--- src/rtl/char_lcd_nibble_driver_assert.svh ---
// Assertion macros used by the character LCD driver datapath.
// Depends on nothing; included inside module bodies.
`ifndef CHAR_LCD_NIBBLE_DRIVER_ASSERT_SVH
`define CHAR_LCD_NIBBLE_DRIVER_ASSERT_SVH

// Same-cycle implication, disabled during reset.
`define CLND_ASSERT_NOW(label, clk, rst, ante, cons) \
   label: assert property (@(posedge clk) disable iff (rst) (ante) |-> (cons)) \
      else $error("clnd assertion failed");

// Next-cycle implication, disabled during reset.
`define CLND_ASSERT_NEXT(label, clk, rst, ante, cons) \
   label: assert property (@(posedge clk) disable iff (rst) (ante) |=> (cons)) \
      else $error("clnd assertion failed");

`endif

--- src/rtl/clnd_pkg.sv ---
// Shared types, codes and byte selection for the character LCD driver.
// Depends on nothing.
package clnd_pkg;

   typedef enum logic [2:0] {
      OP_INIT    = 3'd0,
      OP_COMMAND = 3'd1,
      OP_DATA    = 3'd2,
      OP_CHAR    = 3'd3,
      OP_GOTO    = 3'd4,
      OP_CLEAR   = 3'd5
   } op_type;

   localparam logic [1:0] CSR_EDGE_HOLD   = 2'd0;
   localparam logic [1:0] CSR_INIT_SETTLE = 2'd1;

   localparam logic [19:0] EDGE_HOLD_RESET   = 20'd16000;
   localparam logic [19:0] INIT_SETTLE_RESET = 20'd160000;

   localparam logic [7:0] LCD_RETURN_HOME  = 8'h02;
   localparam logic [7:0] LCD_FUNCTION_SET = 8'h28;
   localparam logic [7:0] LCD_CLEAR        = 8'h01;
   localparam logic [7:0] LCD_DISPLAY_ON   = 8'h0E;
   localparam logic [7:0] LCD_LINE1        = 8'h80;
   localparam logic [7:0] LCD_LINE2        = 8'hC0;
   localparam logic [7:0] LCD_UNDERSCORE   = 8'h5F;

   localparam logic [1:0] ROW_FIRST  = 2'd1;
   localparam logic [1:0] ROW_SECOND = 2'd2;

   typedef struct packed {
      logic       rs;
      logic [7:0] value;
   } lcd_byte_type;

   // Controller to datapath.
   typedef struct packed {
      logic load;
      logic emit;
      logic advance;
      logic tload_hold;
      logic tload_settle;
   } ctrl_cmd_type;

   // Datapath to controller.
   typedef struct packed {
      logic empty;
      logic last;
      logic is_init;
      logic timer_done;
      logic out_busy;
   } dp_status_type;

   function automatic logic [7:0] init_byte(input logic [2:0] idx);
      logic [7:0] b;
      unique case (idx)
         3'd0:    b = LCD_RETURN_HOME;
         3'd1:    b = LCD_FUNCTION_SET;
         3'd2:    b = LCD_CLEAR;
         3'd3:    b = LCD_DISPLAY_ON;
         default: b = LCD_LINE1;
      endcase
      return b;
   endfunction

   // Number of bytes one item sends (zero for ignored items).
   function automatic logic [2:0] byte_count(input logic [2:0] op, input logic [1:0] row,
                                             input logic wrap);
      logic [2:0] n;
      unique case (op)
         OP_INIT:    n = 3'd5;
         OP_COMMAND: n = 3'd1;
         OP_DATA:    n = 3'd1;
         OP_CHAR:    n = wrap ? 3'd3 : 3'd1;
         OP_GOTO:    n = (row == ROW_FIRST || row == ROW_SECOND) ? 3'd1 : 3'd0;
         OP_CLEAR:   n = 3'd1;
         default:    n = 3'd0;
      endcase
      return n;
   endfunction

   // The byte at position idx of the item's sequence and its RS level.
   function automatic lcd_byte_type byte_select(input logic [2:0] op, input logic [7:0] bv,
                                                input logic [1:0] row, input logic [5:0] col,
                                                input logic [2:0] idx);
      lcd_byte_type r;
      logic [7:0]   base;
      base = (row == ROW_FIRST) ? LCD_LINE1 : LCD_LINE2;
      unique case (op)
         OP_INIT:    r = '{rs: 1'b0, value: init_byte(idx)};
         OP_COMMAND: r = '{rs: 1'b0, value: bv};
         OP_DATA:    r = '{rs: 1'b1, value: bv};
         OP_CHAR: begin
            unique case (idx)
               3'd0:    r = '{rs: 1'b1, value: bv};
               3'd1:    r = '{rs: 1'b1, value: LCD_UNDERSCORE};
               default: r = '{rs: 1'b0, value: LCD_LINE2};
            endcase
         end
         OP_GOTO:    r = '{rs: 1'b0, value: base + {2'b00, col} - 8'd1};
         default:    r = '{rs: 1'b0, value: LCD_CLEAR};
      endcase
      return r;
   endfunction

endpackage

--- src/rtl/clnd_if.sv ---
// Channel interfaces of the character LCD driver: request, response, register write.
// Depends on nothing.
interface clnd_req_if;
   logic       valid;
   logic       ready;
   logic [2:0] op;
   logic [7:0] byte_value;
   logic [1:0] row_number;
   logic [5:0] column_number;
   modport source (output valid, op, byte_value, row_number, column_number, input ready);
   modport sink   (input valid, op, byte_value, row_number, column_number, output ready);
endinterface

interface clnd_rsp_if;
   logic       valid;
   logic       ready;
   logic [3:0] bus_nibble;
   logic       reg_select;
   logic       enable_pin;
   logic       read_write;
   logic       settle_wait;
   logic       last_state;
   modport source (output valid, bus_nibble, reg_select, enable_pin, read_write,
                   settle_wait, last_state, input ready);
   modport sink   (input valid, bus_nibble, reg_select, enable_pin, read_write,
                   settle_wait, last_state, output ready);
endinterface

interface clnd_csr_if;
   logic        valid;
   logic        ready;
   logic [1:0]  index;
   logic [19:0] data;
   modport source (output valid, index, data, input ready);
   modport sink   (input valid, index, data, output ready);
endinterface

--- src/rtl/clnd_ctrl.sv ---
// Sequencing state machine of the character LCD driver.
// Depends on clnd_pkg.
module clnd_ctrl (
   input  logic                   clock,
   input  logic                   reset,
   input  logic                   req_valid,
   output logic                   req_ready,
   input  clnd_pkg::dp_status_type sts,
   output clnd_pkg::ctrl_cmd_type  cmd
);
   import clnd_pkg::*;

   typedef enum logic [2:0] {
      ST_IDLE,
      ST_ISSUE,
      ST_PRESENT,
      ST_HOLD,
      ST_SETTLE
   } state_type;

   state_type state_ff, state_in;
   logic      ready_ff, ready_in;

   always_comb begin
      state_in = state_ff;
      ready_in = ready_ff;
      cmd      = '0;
      unique case (state_ff)
         ST_IDLE: begin
            if (req_valid && ready_ff) begin
               cmd.load = 1'b1;
               state_in = ST_ISSUE;
               ready_in = 1'b0;
            end
         end
         ST_ISSUE: begin
            if (sts.empty) begin
               state_in = ST_IDLE;
               ready_in = 1'b1;
            end else begin
               cmd.emit = 1'b1;
               state_in = ST_PRESENT;
            end
         end
         ST_PRESENT: begin
            if (!sts.out_busy) begin
               cmd.tload_hold = 1'b1;
               state_in       = ST_HOLD;
            end
         end
         ST_HOLD: begin
            if (sts.timer_done) begin
               priority if (!sts.last) begin
                  cmd.advance = 1'b1;
                  state_in    = ST_ISSUE;
               end else if (sts.is_init) begin
                  cmd.tload_settle = 1'b1;
                  state_in         = ST_SETTLE;
               end else begin
                  state_in = ST_IDLE;
                  ready_in = 1'b1;
               end
            end
         end
         ST_SETTLE: begin
            if (sts.timer_done) begin
               state_in = ST_IDLE;
               ready_in = 1'b1;
            end
         end
         default: begin
            state_in = ST_IDLE;
            ready_in = 1'b1;
         end
      endcase
   end

   always_ff @(posedge clock) begin
      if (reset) begin
         state_ff <= ST_IDLE;
         ready_ff <= 1'b1;
      end else begin
         state_ff <= state_in;
         ready_ff <= ready_in;
      end
   end

   assign req_ready = ready_ff;

endmodule

--- src/rtl/clnd_dp.sv ---
// Datapath of the character LCD driver: item latch, character count, step counter,
// hold timer, timing registers and the result register. Depends on clnd_pkg, clnd_if.
module clnd_dp #(
   parameter int WRAP_COUNT = 15
) (
   input  logic                    clock,
   input  logic                    reset,
   clnd_req_if.sink                req_chan,
   clnd_rsp_if.source              rsp_chan,
   clnd_csr_if.sink                csr_chan,
   input  clnd_pkg::ctrl_cmd_type  cmd,
   output clnd_pkg::dp_status_type sts
);
   import clnd_pkg::*;
   `include "char_lcd_nibble_driver_assert.svh"

   localparam logic [7:0] WRAP_VALUE = 8'(WRAP_COUNT);

   // Latched item.
   logic [2:0]  op_ff;
   logic [7:0]  bv_ff;
   logic [1:0]  row_ff;
   logic [5:0]  col_ff;
   logic [2:0]  nbytes_ff, nbytes_in;
   logic [7:0]  count_ff, count_in;
   logic [4:0]  step_ff, step_in;
   logic [19:0] timer_ff, timer_in;
   logic [19:0] edge_hold_ff, init_settle_ff;

   logic        out_valid_ff;
   logic [3:0]  out_nibble_ff;
   logic        out_rs_ff, out_en_ff, out_settle_ff, out_last_ff;

   logic [7:0]   count_inc;
   logic         wrap;
   logic [4:0]   total_states;
   logic         last;
   lcd_byte_type cur;

   assign count_inc    = count_ff + 8'd1;
   assign wrap         = (count_inc == WRAP_VALUE);
   assign total_states = {nbytes_ff, 2'b00};
   assign last         = (step_ff == total_states - 5'd1);
   assign cur          = byte_select(op_ff, bv_ff, row_ff, col_ff, step_ff[4:2]);

   always_comb begin
      count_in  = count_ff;
      nbytes_in = nbytes_ff;
      if (cmd.load) begin
         nbytes_in = byte_count(req_chan.op, req_chan.row_number,
                                (req_chan.op == OP_CHAR) && wrap);
         if (req_chan.op == OP_CHAR) begin
            count_in = count_inc;
         end else if (req_chan.op == OP_CLEAR) begin
            count_in = 8'd0;
         end
      end
      step_in = step_ff;
      if (cmd.load) begin
         step_in = 5'd0;
      end else if (cmd.advance) begin
         step_in = step_ff + 5'd1;
      end
      timer_in = timer_ff;
      priority if (cmd.tload_hold) begin
         timer_in = edge_hold_ff;
      end else if (cmd.tload_settle) begin
         timer_in = init_settle_ff;
      end else if (timer_ff != 20'd0) begin
         timer_in = timer_ff - 20'd1;
      end
   end

   always_ff @(posedge clock) begin
      if (reset) begin
         count_ff       <= 8'd0;
         step_ff        <= 5'd0;
         timer_ff       <= 20'd0;
         nbytes_ff      <= 3'd0;
         edge_hold_ff   <= EDGE_HOLD_RESET;
         init_settle_ff <= INIT_SETTLE_RESET;
         out_valid_ff   <= 1'b0;
      end else begin
         count_ff  <= count_in;
         step_ff   <= step_in;
         timer_ff  <= timer_in;
         nbytes_ff <= nbytes_in;
         if (csr_chan.valid) begin
            if (csr_chan.index == CSR_EDGE_HOLD) begin
               edge_hold_ff <= csr_chan.data;
            end else if (csr_chan.index == CSR_INIT_SETTLE) begin
               init_settle_ff <= csr_chan.data;
            end
         end
         if (cmd.emit) begin
            out_valid_ff <= 1'b1;
         end else if (rsp_chan.ready) begin
            out_valid_ff <= 1'b0;
         end
      end
   end

   always_ff @(posedge clock) begin
      if (cmd.load) begin
         op_ff  <= req_chan.op;
         bv_ff  <= req_chan.byte_value;
         row_ff <= req_chan.row_number;
         col_ff <= req_chan.column_number;
      end
      if (cmd.emit) begin
         out_nibble_ff <= step_ff[1] ? cur.value[3:0] : cur.value[7:4];
         out_rs_ff     <= cur.rs;
         out_en_ff     <= ~step_ff[0];
         out_settle_ff <= last && (op_ff == OP_INIT);
         out_last_ff   <= last;
      end
   end

   assign csr_chan.ready       = 1'b1;
   assign rsp_chan.valid       = out_valid_ff;
   assign rsp_chan.bus_nibble  = out_nibble_ff;
   assign rsp_chan.reg_select  = out_rs_ff;
   assign rsp_chan.enable_pin  = out_en_ff;
   assign rsp_chan.read_write  = 1'b0;
   assign rsp_chan.settle_wait = out_settle_ff;
   assign rsp_chan.last_state  = out_last_ff;

   assign sts.empty      = (nbytes_ff == 3'd0);
   assign sts.last       = last;
   assign sts.is_init    = (op_ff == OP_INIT);
   assign sts.timer_done = (timer_ff[19:1] == 19'd0);
   assign sts.out_busy   = out_valid_ff;

   `CLND_ASSERT_NOW(a_emit_into_free_reg, clock, reset, cmd.emit, !out_valid_ff)
   `CLND_ASSERT_NOW(a_step_in_range, clock, reset, out_valid_ff, step_ff < total_states)
   `CLND_ASSERT_NEXT(a_load_restarts_step, clock, reset, cmd.load, step_ff == 5'd0)
   `CLND_ASSERT_NOW(a_no_advance_past_last, clock, reset, cmd.advance, !last)

endmodule

--- src/rtl/char_lcd_nibble_driver.sv ---
// Channel   | Direction | Carries
// req_chan  | in        | op, byte_value, row_number, column_number
// rsp_chan  | out       | bus_nibble, reg_select, enable_pin, read_write, settle_wait, last_state
// csr_chan  | in        | register index (0 edge hold, 1 init settle) and 20-bit data
//
// Each byte sent gives four result items (enable high then low, for the high and
// then the low nibble). Each item is held in the result register until taken, and the
// hold timer then runs out the edge hold before the next one is produced; after the
// last state of init it also runs out the init settle. The hold timer paces the
// block; one item is in work at a time. Reset is synchronous and active high and
// restores the register defaults.
// A stalled response simply stretches the item; nothing is dropped.
// Depends on clnd_pkg, clnd_if, clnd_ctrl and clnd_dp.
module char_lcd_nibble_driver #(
   parameter int WRAP_COUNT = 15
) (
   input  logic       clock,
   input  logic       reset,
   clnd_req_if.sink   req_chan,
   clnd_rsp_if.source rsp_chan,
   clnd_csr_if.sink   csr_chan
);
   import clnd_pkg::*;

   // Commands from the state machine and status from the datapath.
   ctrl_cmd_type  cmd;
   dp_status_type sts;

   // The controller owns the request handshake; it is ready only while idle,
   // and it walks the pin states one at a time through the datapath.
   clnd_ctrl u_ctrl (
      .clock     (clock),
      .reset     (reset),
      .req_valid (req_chan.valid),
      .req_ready (req_chan.ready),
      .sts       (sts),
      .cmd       (cmd)
   );

   // The datapath latches the item, updates the character count as the item is
   // accepted, selects each byte and nibble, and holds the result register.
   clnd_dp #(
      .WRAP_COUNT (WRAP_COUNT)
   ) u_dp (
      .clock    (clock),
      .reset    (reset),
      .req_chan (req_chan),
      .rsp_chan (rsp_chan),
      .csr_chan (csr_chan),
      .cmd      (cmd),
      .sts      (sts)
   );

endmodule

--- src/flat_wrapper.sv ---
// flat-port wrapper written by rule: the top's interface ports become plain ports
module char_lcd_nibble_driver_flat import clnd_pkg::*;
#(
   parameter int WRAP_COUNT = 15
)
  (clock, reset, req_chan_valid, req_chan_op, req_chan_byte_value, req_chan_row_number, req_chan_column_number, req_chan_ready, rsp_chan_valid, rsp_chan_bus_nibble, rsp_chan_reg_select, rsp_chan_enable_pin, rsp_chan_read_write, rsp_chan_settle_wait, rsp_chan_last_state, rsp_chan_ready, csr_chan_valid, csr_chan_index, csr_chan_data, csr_chan_ready);
  clnd_req_if req_chan_i ();
  clnd_rsp_if rsp_chan_i ();
  clnd_csr_if csr_chan_i ();
  input  logic clock;
  input  logic reset;
  input wire logic [$bits(req_chan_i.valid)-1:0] req_chan_valid;
  input wire logic [$bits(req_chan_i.op)-1:0] req_chan_op;
  input wire logic [$bits(req_chan_i.byte_value)-1:0] req_chan_byte_value;
  input wire logic [$bits(req_chan_i.row_number)-1:0] req_chan_row_number;
  input wire logic [$bits(req_chan_i.column_number)-1:0] req_chan_column_number;
  output wire logic [$bits(req_chan_i.ready)-1:0] req_chan_ready;
  output wire logic [$bits(rsp_chan_i.valid)-1:0] rsp_chan_valid;
  output wire logic [$bits(rsp_chan_i.bus_nibble)-1:0] rsp_chan_bus_nibble;
  output wire logic [$bits(rsp_chan_i.reg_select)-1:0] rsp_chan_reg_select;
  output wire logic [$bits(rsp_chan_i.enable_pin)-1:0] rsp_chan_enable_pin;
  output wire logic [$bits(rsp_chan_i.read_write)-1:0] rsp_chan_read_write;
  output wire logic [$bits(rsp_chan_i.settle_wait)-1:0] rsp_chan_settle_wait;
  output wire logic [$bits(rsp_chan_i.last_state)-1:0] rsp_chan_last_state;
  input wire logic [$bits(rsp_chan_i.ready)-1:0] rsp_chan_ready;
  input wire logic [$bits(csr_chan_i.valid)-1:0] csr_chan_valid;
  input wire logic [$bits(csr_chan_i.index)-1:0] csr_chan_index;
  input wire logic [$bits(csr_chan_i.data)-1:0] csr_chan_data;
  output wire logic [$bits(csr_chan_i.ready)-1:0] csr_chan_ready;
  assign req_chan_i.valid = req_chan_valid;
  assign req_chan_i.op = req_chan_op;
  assign req_chan_i.byte_value = req_chan_byte_value;
  assign req_chan_i.row_number = req_chan_row_number;
  assign req_chan_i.column_number = req_chan_column_number;
  assign req_chan_ready = req_chan_i.ready;
  assign rsp_chan_valid = rsp_chan_i.valid;
  assign rsp_chan_bus_nibble = rsp_chan_i.bus_nibble;
  assign rsp_chan_reg_select = rsp_chan_i.reg_select;
  assign rsp_chan_enable_pin = rsp_chan_i.enable_pin;
  assign rsp_chan_read_write = rsp_chan_i.read_write;
  assign rsp_chan_settle_wait = rsp_chan_i.settle_wait;
  assign rsp_chan_last_state = rsp_chan_i.last_state;
  assign rsp_chan_i.ready = rsp_chan_ready;
  assign csr_chan_i.valid = csr_chan_valid;
  assign csr_chan_i.index = csr_chan_index;
  assign csr_chan_i.data = csr_chan_data;
  assign csr_chan_ready = csr_chan_i.ready;
  char_lcd_nibble_driver #(.WRAP_COUNT(WRAP_COUNT)) u_core (.clock(clock), .reset(reset), .req_chan(req_chan_i), .rsp_chan(rsp_chan_i), .csr_chan(csr_chan_i));
endmodule
--- config.mk ---
export PLATFORM = sky130hd
export DESIGN_NAME = char_lcd_nibble_driver_flat
export DESIGN_NICKNAME = d
export VERILOG_FILES = /design/src/rtl/clnd_pkg.sv /design/src/rtl/clnd_if.sv /design/src/rtl/clnd_ctrl.sv /design/src/rtl/clnd_dp.sv /design/src/rtl/char_lcd_nibble_driver.sv /design/src/flat_wrapper.sv
export VERILOG_INCLUDE_DIRS = /design/src /design/src/rtl
export SDC_FILE = /design/constraint.sdc
export NUM_CORES = 1
export LEC_CHECK = 0
export BUFFER_PORTS_ARGS = -buffer_cell sky130_fd_sc_hd__buf_2
export CORE_ASPECT_RATIO = 1.1
export CORE_MARGIN = 4
export CORE_UTILIZATION = 63
export DETAILED_ROUTE_END_ITERATION = 10
export PLACE_DENSITY_LB_ADDON = 0.3
export SKIP_LAST_GASP = 1
export SLEW_MARGIN = 30
export SYNTH_ARGS = -nofsm -noshare
export SYNTH_HDL_FRONTEND = slang
export SYNTH_SLANG_ARGS = --single-unit
--- constraint.sdc ---
create_clock -name clock -period 3.6 [get_ports clock]
set_input_delay 0.72 -clock clock [delete_from_list [all_inputs] [get_ports clock]]
set_output_delay 0.72 -clock clock [all_outputs]
set_load 0.05 [all_outputs]
======== Yosys cells after proc, flatten, opt, wreduce, memory -nomap -nowiden ========
Cells that the tools add are included.
storage, ports and cells
  register bits after elaboration ......... 108
  memory bits (writable) .................. 0
  word-level logic and storage cells ...... 121
  latch bits .............................. 0
  bits of input ports ..................... 46
  memories ................................ 0
  output and inout port bits .............. 12
  bits in read-only memories .............. 0
cells by class
  divide/modulo/power cells ............... 0
  eq/ne operators ......................... 29
  bitwise gates (word level) .............. 3
  reductions and logical operators ........ 22
  order comparisons ....................... 0
  multipliers ............................. 0
  add/sub/neg operators ................... 6
  muxes and demuxes ....................... 43
  shift operators ......................... 0
operators with widths
  kind                                                  count
  2-to-1 mux 20 bit                                     3
  case mux 9 bit (5 select lines)                       1
  case mux 8 bit (4 select lines)                       1
  equality test 3 x 2 -> 1 bit (second input constant)  8
  2-to-1 mux 1 bit                                      22
  nonzero test 20 bit                                   1
  subtractor 20 x 1 -> 20 bit (second input constant)   1
  logical NOT 19 bit                                    1
  2-to-1 mux 3 bit                                      6
  case mux 9 bit (2 select lines)                       1
  2-to-1 mux 8 bit                                      2
  logical NOT 3 bit                                     5
  case mux 3 bit (5 select lines)                       1
  equality test 3 x 1 -> 1 bit (second input constant)  4
  equality test 3 bit (second input constant)           4
  case mux 3 bit (4 select lines)                       1
  adder 8 x 1 -> 8 bit (second input constant)          1
  adder 8 x 6 -> 8 bit                                  1
  equality test 8 x 4 -> 1 bit (second input constant)  1
  != test 2 bit (second input constant)                 4
  subtractor 8 x 1 -> 8 bit (second input constant)     1
  2-to-1 mux 7 bit                                      1
  AND reduction 7 bit                                   1
  equality test 2 x 1 -> 1 bit (second input constant)  3
  19 further kinds                                      28

======== Depth between registers and ports, before layout ========
Gate-level depths: netlist of run 1.
  word-level depth ........................ 7
  depth in mapped cells ................... 11
  gate-level depth less buffers ........... 9

======== Least setup slack after synthesis of run 1 ========
No wires, ideal clock.
  kind .................................... input-to-reg
  start ................................... in req_chan_valid
  end ..................................... reg u_core.u_dp.nbytes_ff[1]
  arrival ................................. 2441 ps
  path slack .............................. 1072 ps
  buffers on the path ..................... 1
  required time ........................... 3512 ps
  stages .................................. 6
  setup time .............................. 88 ps
  cells stage by stage .................... nand3b_1 or3_1 inv_1 clkbuf_1 nand4b_1 o31ai_1
RTL lines
  item                  RTL line            source
  from (decl)           flat_wrapper.sv:12  input wire logic [$bits(req_chan_i.valid)-1:0] req_chan_valid;
  to (signal assigned)  clnd_dp.sv:87       nbytes_ff <= nbytes_in;
  to (decl)             clnd_dp.sv:24       logic [2:0] nbytes_ff, nbytes_in;

======== Worst setup path after layout of run 1 ========
  start ................................... reg u_core.u_dp.timer_ff[7]
  end ..................................... reg u_core.u_dp.timer_ff[14]
on the way
  word-level cells in the longest chain between the ends .. 5
  elaborated cells on any way between the ends .. 9
  those cells by class .................... add/sub: 1; mux: 5; reduce/logical: 3
RTL lines
  item                                                                 RTL line       source
  from (decl)                                                          clnd_dp.sv:27  logic [19:0] timer_ff, timer_in;
  from (signal assigned)                                               clnd_dp.sv:86  timer_ff <= timer_in;
  branches (longest 5 deep; another with subtractor 20 x 1 -> 20 bit)  --
Parallel ways; which one is timed is not known. The select of a mux whose other input is x is not followed.
A chain may end at the register's enable or synchronous reset.

==> flow_metrics.tcl, run 1 <==
set metrics [dict create \
    hold_viol 0 \
    arrival_ps 3290 \
    synth_edf_count 27 \
    layout.nets 709 \
    nFillCells 654 \
    fmax_mhz 327.8 \
    use_met2_pct 39.66 \
    status "complete, no violations" \
    clk_latency_ps 390 \
    gr-usage-met3_pct 5.688 \
    dpl_worst_slack_ps 756.8 \
    cts.sinks 108 \
    grt_pass1_wl_um 20870 \
    whs_ps 463.3 \
    globalRoute.busiestLayer "met2" \
    holdBufCountCts 0 \
    tightest_slew_ps 972.4 \
    ant_nets 0 \
    fin_ws_ps 549.7 \
    gr-total-overflow 0 \
    worst-path-buf-inv 0 \
    wl_per_cell_um 16.17 \
    syn_to_final_growth_pct 8.777 \
    drt_pre_antenna_iters 5 \
    cp.required_ps 3840 \
    power.density_nw_per_um2 696.2 \
    grt_util_met1_pct 36.46 \
    cts.path.max_buffers 2 \
    critPathCaptureType "flip-flop" \
    crit_family "simple AND/OR/NAND/NOR gates" \
    crit_chain "or4_1 -> nor4_1 -> a41o_1 -> nor4_1" \
    post-route-drc-count 0 \
    rsz0062_at_grt "no" \
    cpMaxStageDelayCell "a41o_1" \
    fin_cells 770 \
    cts_buffers 9 \
    start_util_pct 64.59 \
    gp_congestion 0.8765 \
    synth_cell_types 59 \
    route.vias.total 4683 \
    post_drt_via_cell_ratio 6.082 \
    yosys.area.top_type "dfxtp_1" \
    cts_setup_buffers 0 \
    grt_start_max_net_pins 36 \
    grt_usage_pct 25.94 \
    cts_root_buf "clkbuf_8" \
    die_x_um 96.30 \
    core_area_um2 8364 \
    antenna_cells 0 \
    cts_resized 0 \
    grt_antenna_before_repair 0 \
    die_area_um2 10120 \
    p_leak_nw 2.203 \
    cts_tree "built" \
    fin_worst_skew_ps 17.82 \
    cap_violations 0 \
    synthTopCellsByArea "dfxtp_1 (30%), edfxtp_1 (15%), nand2_1 (7.3%)" \
    cp_slowest_stage_delay_ps 920 \
    relSlewSlack_pct 35.17 \
    portBuffers 55 \
    synth_area_um2 5403 \
    hpwl_um 8758 \
    netlist_instances 625 \
    placed_cells 755 \
    async_flop_share_pct 0 \
    worst_setup_path_start_kind "flip-flop" \
    h-tree-depth 3 \
    finalCritPeriodShare_pct 84.73 \
    drive_gt1_share_pct 15.33 \
    slew_violations 0 \
    synthDominantCellAreaShare_pct 30.01 \
    hp-class "reg -> reg" \
    setup_violations 0 \
    drt_iter0_drc 337 \
    ys.flop_type "dfxtp_1" \
    tns_ps 0 \
    fp-row-count 35 \
    total_power_mw 4.092 \
    synthesis.nets 679 \
    timing.critical_path.mode_cell "nor4_1" \
    path_clk_slew_ps 110 \
    ir_drop_uv 335.5 \
    ios 58 \
    routed_wl_um 12450 \
    finalCriticalPeriod_ps 3050 \
    grt_pass1_vias 4462 \
    yosysWarnings 0 \
    cp_max_fo 18 \
    critPathKind "reg -> reg" \
    ys_ff_latch 108 \
    synth-seq-area-share_pct 45.02 \
    post_synth.cell_area_avg_um2 8.644 \
    die_h_um 105.1 \
]
-- path summary, 6_finish.rpt --
kind                                      from                           end  slack, ps  depth (start not counted)
setup / recovery       u_core.u_dp.timer_ff[7]      u_core.u_dp.timer_ff[14]        550                          4
hold / removal    u_core.u_dp.edge_hold_ff[17]  u_core.u_dp.edge_hold_ff[17]        460                          2
setup reg to reg       u_core.u_dp.timer_ff[7]      u_core.u_dp.timer_ff[14]        550                          4
hold reg to reg   u_core.u_dp.edge_hold_ff[17]  u_core.u_dp.edge_hold_ff[17]        460                          2
-- per-layer routing --
| layer | vias to the layer above | share of wire, % | wire (um) |
|---|---|---|---|
| met5 | - | 0 | 0 |
| met4 | 0 | 2.2 | 271 |
| met3 | 27 | 6.1 | 761 |
| met2 | 163 | 47 | 5838 |
| met1 | 2215 | 45 | 5580 |
| li1 | 2278 | - | - |
-- power breakdown --
| part | internal, mW | switching, mW | total [mW] |
|---|---|---|---|
| sequential | 1.50 | 0.225 | 1.73 |
| clock | 0.299 | 0.433 | 0.731 |
| combinational | 0.641 | 0.993 | 1.63 |
| total | 2.44 | 1.65 | 4.09 |
-- kinds of logic (layout without fill, tap and decap cells) --
logic type               after synthesis  count (layout)  share of synthesized area (%)
AO/OA/AOI/OAI                        125             125                          15.26
XOR/XNOR                              29              29                          4.701
adder cells (fa/ha/maj)                8               8                          1.853
buffers and inverters                 62              96                          4.910
flip-flops                           108             108                          45.02
multiplexers                           5               5                         0.9264
other                                  2               2                         0.1390
AND/OR/NAND/NOR                      286             286                          27.19
-- tightest hold or removal path, delay by kind of cell, from the launching register on --
kind	cells	cell delay, ps
AO/OA/AOI/OAI	1	50
AND/OR/NAND/NOR	1	50
flip-flops	1	320
-- cell usage after synthesis (all sizes together), types with 5 or more instances --
cell type  count
a211oi        14
a21oi         54
a31oi          7
and3           5
buf            9
clkbuf        34
dfxtp         81
edfxtp        27
ha             8
inv           19
mux2i          5
nand2        105
nand3         11
nand3b        20
nand4          5
nor2          47
nor2b          7
nor3          34
nor4          17
o21ai         18
o2bb2ai        7
or3           11
or4            7
xnor2         17
xor2          12
-- through the flow --
stage	utilization (%)	cell area (um^2)
after floorplan	-	5403
final	70.26	5877
after detailed placement	67.97	5685
after CTS	70.23	5874
after global routing	70.26	5877
after global placement	67.97	5685
-- registers in the layout, summed over array words and instances, names as in the netlist --
| name | cells |
|---|---|
| u_core.u_dp.edge_hold_ff | 20 |
| u_core.u_dp.init_settle_ff | 20 |
| u_core.u_dp.timer_ff | 20 |
| u_core.u_dp.bv_ff | 8 |
| u_core.u_dp.count_ff | 8 |
| u_core.u_dp.col_ff | 6 |
| u_core.u_dp.step_ff | 5 |
| u_core.u_dp.rsp_chan.bus_nibble | 4 |
| u_core.u_ctrl.state_ff | 3 |
| u_core.u_dp.nbytes_ff | 3 |
| u_core.u_dp.op_ff | 3 |
| u_core.u_dp.row_ff | 2 |
| u_core.u_ctrl.req_ready | 1 |
| u_core.u_dp.rsp_chan.enable_pin | 1 |
| u_core.u_dp.rsp_chan.last_state | 1 |
| u_core.u_dp.rsp_chan.reg_select | 1 |
| u_core.u_dp.rsp_chan.settle_wait | 1 |
| u_core.u_dp.rsp_chan.valid | 1 |
-- final cells by class --
| type | count | area (um^2) | area share [%] |
|---|---|---|---|
| Multi-Input combinational cell | 455 | 2718 | 46.24 |
| Sequential cell | 108 | 2432 | 41.39 |
| Timing Repair Buffer | 62 | 327.8 | 5.578 |
| Clock buffer | 10 | 148.9 | 2.534 |
| Tap cell | 111 | 138.9 | 2.363 |
| Inverter | 19 | 71.32 | 1.214 |
| Clock inverter | 5 | 40.04 | 0.6813 |
-- cells in the final DEF, fill, tap and decap left out, drive strengths merged, types with 12 or more instances in the layout --
cell type | netlist | routed
a211oi | 14 | 14
a21oi | 54 | 54
buf | 9 | 62
dfxtp | 81 | 81
edfxtp | 27 | 27
inv | 19 | 23
nand2 | 105 | 105
nand3b | 20 | 20
nor2 | 47 | 47
nor3 | 34 | 34
nor4 | 17 | 17
o21ai | 18 | 18
xnor2 | 17 | 17
xor2 | 12 | 12
No activity file was read; power rests on OpenSTA's default activity.
==> run 2, diff against run 1 <==
CORE_UTILIZATION = 59   (was 63)
clock period = 3.1 ns   (was 3.6 ns; I/O delays follow)
==> run 2 against run 1 <==
Against the previous run: clock power grew 11%; critical path type unchanged; clock skew decreased by 6.5 ps; combinational power rose by 17%; sequential share of layout area is 0.38 points lower; non-clock buffer count is 8 higher; clock-buffer cell count down 1; final cell count increased by 1.6%; worst hold slack worse by 55 ps; total power grew 15%; fmax increased by 19%; first-iteration DRC count decreased by 15%; critical endpoint is now u_core.u_dp.timer_ff[5]; highest routed layer unchanged; flip-flop and latch count is the same.
==> flow_metrics.tcl, run 2 (same netlist as run 1, synthesis figures left out) <==
set metrics [dict create \
    status "complete, no violations" \
    clk_latency_ps 380 \
    worstRegToRegCells 6 \
    cp.required_ps 3390 \
    fin_worst_skew_ps 11.34 \
    cp_max_fo 11 \
    cts_root_buf "clkbuf_8" \
    p_leak_nw 2.231 \
    antenna_cells 0 \
    arrival_ps 2850 \
    holdBufCountCts 0 \
    hold_viol 0 \
    ios 58 \
    nFillCells 736 \
    route.vias.total 4643 \
    die_h_um 108.4 \
    ant_nets 0 \
    h-tree-depth 3 \
    post-route-drc-count 0 \
    ir_drop_uv 355.4 \
    start_util_pct 60.58 \
    syn_to_final_growth_pct 9.796 \
    finalCritPeriodShare_pct 82.75 \
    gp_congestion 0.9045 \
    layout.nets 717 \
    gr-total-overflow 0 \
    cts.sinks 108 \
    top_regs "u_core.u_dp.edge_hold_ff: 20 flops, u_core.u_dp.init_settle_ff: 20 flops, u_core.u_dp.timer_ff: 20 flops" \
    cap_violations 0 \
    relSlewSlack_pct 41.87 \
    setup_violations 0 \
    grt_usage_pct 23.29 \
    hpwl_um 8778 \
    critPathKind "reg -> reg" \
    cts_tree "built" \
    grt_pass1_wl_um 20560 \
    post_drt_via_cell_ratio 5.937 \
    grt_pass1_vias 4481 \
    cts_buffers 9 \
    slew_violations 0 \
    core_area_um2 8919 \
    tns_ps 0 \
    final_util_pct 66.51 \
    tightest_slew_ps 869.3 \
    routed_wl_um 12030 \
    drt_iter0_drc 285 \
    final_common_cell "nand2_1" \
    hp-class "in -> reg" \
    cts_setup_buffers 0 \
    die_x_um 99.24 \
    path_clk_slew_ps 110 \
    fp-row-count 36 \
    drive_gt1_share_pct 16.32 \
    critPathCaptureType "flip-flop" \
    cts.path.max_buffers 2 \
    dpl_cell_area_um2 5749 \
    grt_start_max_net_pins 38 \
    hold_depth 1 \
    power.density_nw_per_um2 793.2 \
    drt_pre_antenna_iters 5 \
    grt_antenna_before_repair 0 \
    final_cell_mix "nand2_1 (105), dfxtp_1 (81), buf_2 (55), a21oi_1 (54), nor2_1 (47)" \
    total_power_mw 4.705 \
    finalCriticalPeriod_ps 2565 \
    reg2reg_slack_ps 530 \
    die_area_um2 10750 \
    portBuffers 55 \
    rsz0062_at_grt "no" \
    cts_resized 0 \
    fmax_mhz 389.8 \
    worst_setup_path_start_kind "flip-flop" \
    final_area_um2 5932 \
    wl_per_cell_um 15.38 \
]
-- run 2: cell types whose count changed in the layout (fill, tap and decap cells not counted), sizes merged --
| cell | previous run | this run |
|---|---|---|
| clkinvlp | 1 | 2 |
| clkinv | 0 | 2 |
| buf | 62 | 70 |
| inv | 23 | 22 |
| clkbuf | 10 | 9 |
-- run 2: worst max-delay path, cell delays in order (launching register included) --
cell and delay (ps):
dfxtp_1 370, or4_1 660, nor4_4 420, and4_1 420
buf_4 240, nor3_1 70, nor4_1 290
-- run 2: metal layers --
| metal | up-vias | GRT usage (%) | part of all wire, % | wire, um |
|---|---|---|---|---|
| li1 | 2309 | - | - | - |
| met1 | 2161 | 29.94 | 45 | 5363 |
| met2 | 149 | 38.53 | 48 | 5732 |
| met3 | 24 | 4.839 | 5.8 | 701 |
| met4 | 0 | 9.073 | 1.9 | 231 |
| met5 | - | 0 | 0 | 0 |
-- run 2: worst paths after layout --
check	startpoint	to
max reg2reg	u_core.u_dp.timer_ff[4]	u_core.u_dp.timer_ff[5]
min	req_chan_column_number[4]	u_core.u_dp.col_ff[4]
max	u_core.u_dp.timer_ff[4]	u_core.u_dp.timer_ff[5]
min reg2reg	u_core.u_dp.init_settle_ff[6]	u_core.u_dp.init_settle_ff[6]
-- run 2: area by class of cell --
cell class              instances  area, um^2  area share (%)
multi-input cells             455        2715           45.77
flip-flops and latches        108        2432           41.00
repair buffers                 70       387.9           6.539
well taps                     114       142.6           2.405
clock buffers                   9       123.9           2.088
inverters                      19       71.32           1.202
clock inverters                 7       58.81          0.9914
-- run 2: through the flow --
step	hold WS [ps]	setup WS (ps)	instances
2_1_floorplan	425.1	589.2	625
3_3_place_gp	444.8	681.1	766
3_5_place_dp	448.5	548.1	766
4_1_cts	401.9	516.6	782
5_1_grt	385.0	277.7	782
6_report	408.7	534.8	782
-- run 2: report_power, final --
part	switching [mW]	internal (mW)	total (mW)
Sequential	0.243	1.74	1.99
Combinational	1.13	0.782	1.91
Clock	0.506	0.304	0.810
==> run 3, diff against run 2 <==
CORE_UTILIZATION = 53   (was 59)
clock period = 2.25 ns   (was 3.1 ns; I/O delays follow)
==> run 3 against run 2 <==
Against the previous run: setup slack got worse by 510 ps; first-iteration DRC count increased by 21%; critical endpoint is now u_core.u_dp.timer_ff[12]; via count increased by 1.7%; sequential share of layout area decreased by 2.5 points; global-route usage decreased by 1.7 points; clock skew decreased by 1.4 ps; utilization decreased by 2.5 points; cell area increased by 6.7%.
==> flow_metrics.tcl, run 3 (same netlist as run 1, synthesis figures left out) <==
set metrics [dict create \
    dpl_worst_slack_ps -3.123 \
    r2r-end "u_core.u_dp.timer_ff[12]" \
    p_leak_nw 2.405 \
    ant_nets 0 \
    hold_depth 1 \
    ir_drop_uv 469.6 \
    worst-path-buf-inv 2 \
    die_area_um2 11870 \
    critPathCaptureType "flip-flop" \
    fmax_mhz 448.6 \
    grt_start_max_net_pins 46 \
    fin_cells 812 \
    hold_path_end "u_core.u_dp.bv_ff[0]" \
    wl_per_cell_um 15.85 \
    cpMaxStageDelayCell "or4_4" \
    fp-row-count 38 \
    cts_root_buf "clkbuf_8" \
    reg2reg_slack_ps 20 \
    top_regs "u_core.u_dp.edge_hold_ff: 20 flops, u_core.u_dp.init_settle_ff: 20 flops, u_core.u_dp.timer_ff: 20 flops" \
    hp-class "in -> reg" \
    cap_violations 0 \
    grt_antenna_before_repair 0 \
    ios 58 \
    clk_latency_ps 380 \
    whs_ps 241.0 \
    cts.path.max_buffers 2 \
    post-route-drc-count 0 \
    use_met2_pct 34.58 \
    fin_worst_skew_ps 9.891 \
    cts_buffers 9 \
    nFillCells 821 \
    final_common_cell "nand2_1" \
    setup_violations 0 \
    tns_ps 0 \
    grt_pass1_wl_um 21250 \
    cp.required_ps 2540 \
    cp_max_fo 7 \
    grt_usage_pct 21.58 \
    globalRoute.busiestLayer "met2" \
    total_power_mw 7.236 \
    drt_iter0_drc 346 \
    tightest_slew_ps 568.4 \
    rsz0062_at_grt "yes" \
    routed_wl_um 12870 \
    critPathKind "reg -> reg" \
    cts_tree "built" \
    relSlewSlack_pct 61.59 \
    cp_slowest_stage_delay_ps 580 \
    die_h_um 113.9 \
    finalCritPeriodShare_pct 99.08 \
    portBuffers 55 \
    regArea_um2 2435 \
    grt_pass1_vias 4485 \
    reg2reg_from "u_core.u_dp.timer_ff[13]" \
    final_cell_mix "nand2_1 (105), dfxtp_1 (79), buf_2 (55), a21oi_1 (54), nor2_1 (46)" \
    grt_util_met1_pct 29.22 \
    drt_pre_antenna_iters 5 \
    path_clk_slew_ps 110 \
    dpl_cell_area_um2 5947 \
    multiInputGateArea_um2 2830 \
    final_area_um2 6331 \
    layout.nets 741 \
    hpwl_um 9098 \
    gp_congestion 0.8965 \
    crit_chain "or4_4 -> nor4_4 -> nand4_4 -> a41o_4 -> buf_12 -> buf_12 -> a211oi_2" \
    holdBufCountCts 0 \
    slew_violations 0 \
    fin_ws_ps 20.80 \
    power.density_nw_per_um2 1143 \
    worstHoldStart "req_chan_byte_value[0]" \
    route.vias.total 4724 \
    antenna_cells 0 \
    die_x_um 104.3 \
    timing.critical_path.mode_cell "buf_12" \
    final_util_pct 64.02 \
    worstRegToRegCells 7 \
    arrival_ps 2520 \
    finalCriticalPeriod_ps 2229 \
    cts.sinks 108 \
    placed_cells 792 \
    start_util_pct 54.63 \
    crit_family "simple AND/OR/NAND/NOR gates" \
    syn_to_final_growth_pct 17.18 \
    status "complete, no violations" \
    core_area_um2 9889 \
    gr-total-overflow 0 \
    drive_gt1_share_pct 21.97 \
    gr-usage-met3_pct 3.735 \
    h-tree-depth 3 \
    hold_viol 0 \
    post_drt_via_cell_ratio 5.818 \
    worst_setup_path_start_kind "flip-flop" \
]
-- run 3: cell count changes in the layout (fill, tap and decap cells not counted), sizes merged --
cell,previous run,this run
clkbuf,9,10
bufinv,0,1
inv,22,23
clkinvlp,2,0
buf,70,93
-- run 3: area by class of cell --
type                       instances  share of cell area, %
clock buffer                       9                  1.957
clock inverter                     7                  1.285
inverter                          19                  1.126
multi-input combinational        455                  44.70
sequential                       108                  38.46
tap                              120                  2.372
timing repair buffer              94                  10.10
-- run 3: worst max-delay path by stage --
stage | start | to | slack (ps) | cells past startpoint
2_1_floorplan | u_core.u_dp.timer_ff[3] | u_core.u_dp.timer_ff[15] | 30 | 8
3_3_place_gp | u_core.u_dp.timer_ff[3] | u_core.u_dp.step_ff[3] | 110 | 6
3_5_place_dp | u_core.u_dp.nbytes_ff[0] | u_core.u_dp.timer_ff[14] | -3 | 10
4_1_cts | u_core.u_dp.nbytes_ff[0] | u_core.u_dp.timer_ff[12] | 6 | 11
5_1_grt | u_core.u_dp.nbytes_ff[1] | u_core.u_dp.timer_ff[12] | -80 | 11
6_report | u_core.u_dp.timer_ff[13] | u_core.u_dp.timer_ff[12] | 20 | 7
-- run 3: where the power goes --
group,switching (mW),total (mW),internal (mW)
clock network,0.692,1.23,0.535
logic,1.85,3.32,1.47
registers,0.294,2.69,2.40
total,2.83,7.24,4.40
-- run 3: timing repair --
item / 4_1_cts / 5_1_grt
endpoints found under the setup margin: 5 / 21
gates cloned: 0 / 1
buffers inserted: 0 / 4
pin swaps: 1 / 8
gates resized for setup: 3 / 21
-- run 3: worst register-to-register path: stages (launching register included) --
cell and delay [ps]:
dfxtp_1 330, or4_4 580, nor4_4 340, nand4_4 140, a41o_4 270, buf_12 150, buf_12 130, a211oi_2 210
-- run 3: per-layer routing --
layer / vias up / wire (um)
li1: 2349 / -
met1: 2218 / 5919
met2: 136 / 6045
met3: 21 / 662
met4: 0 / 242
met5: - / 0
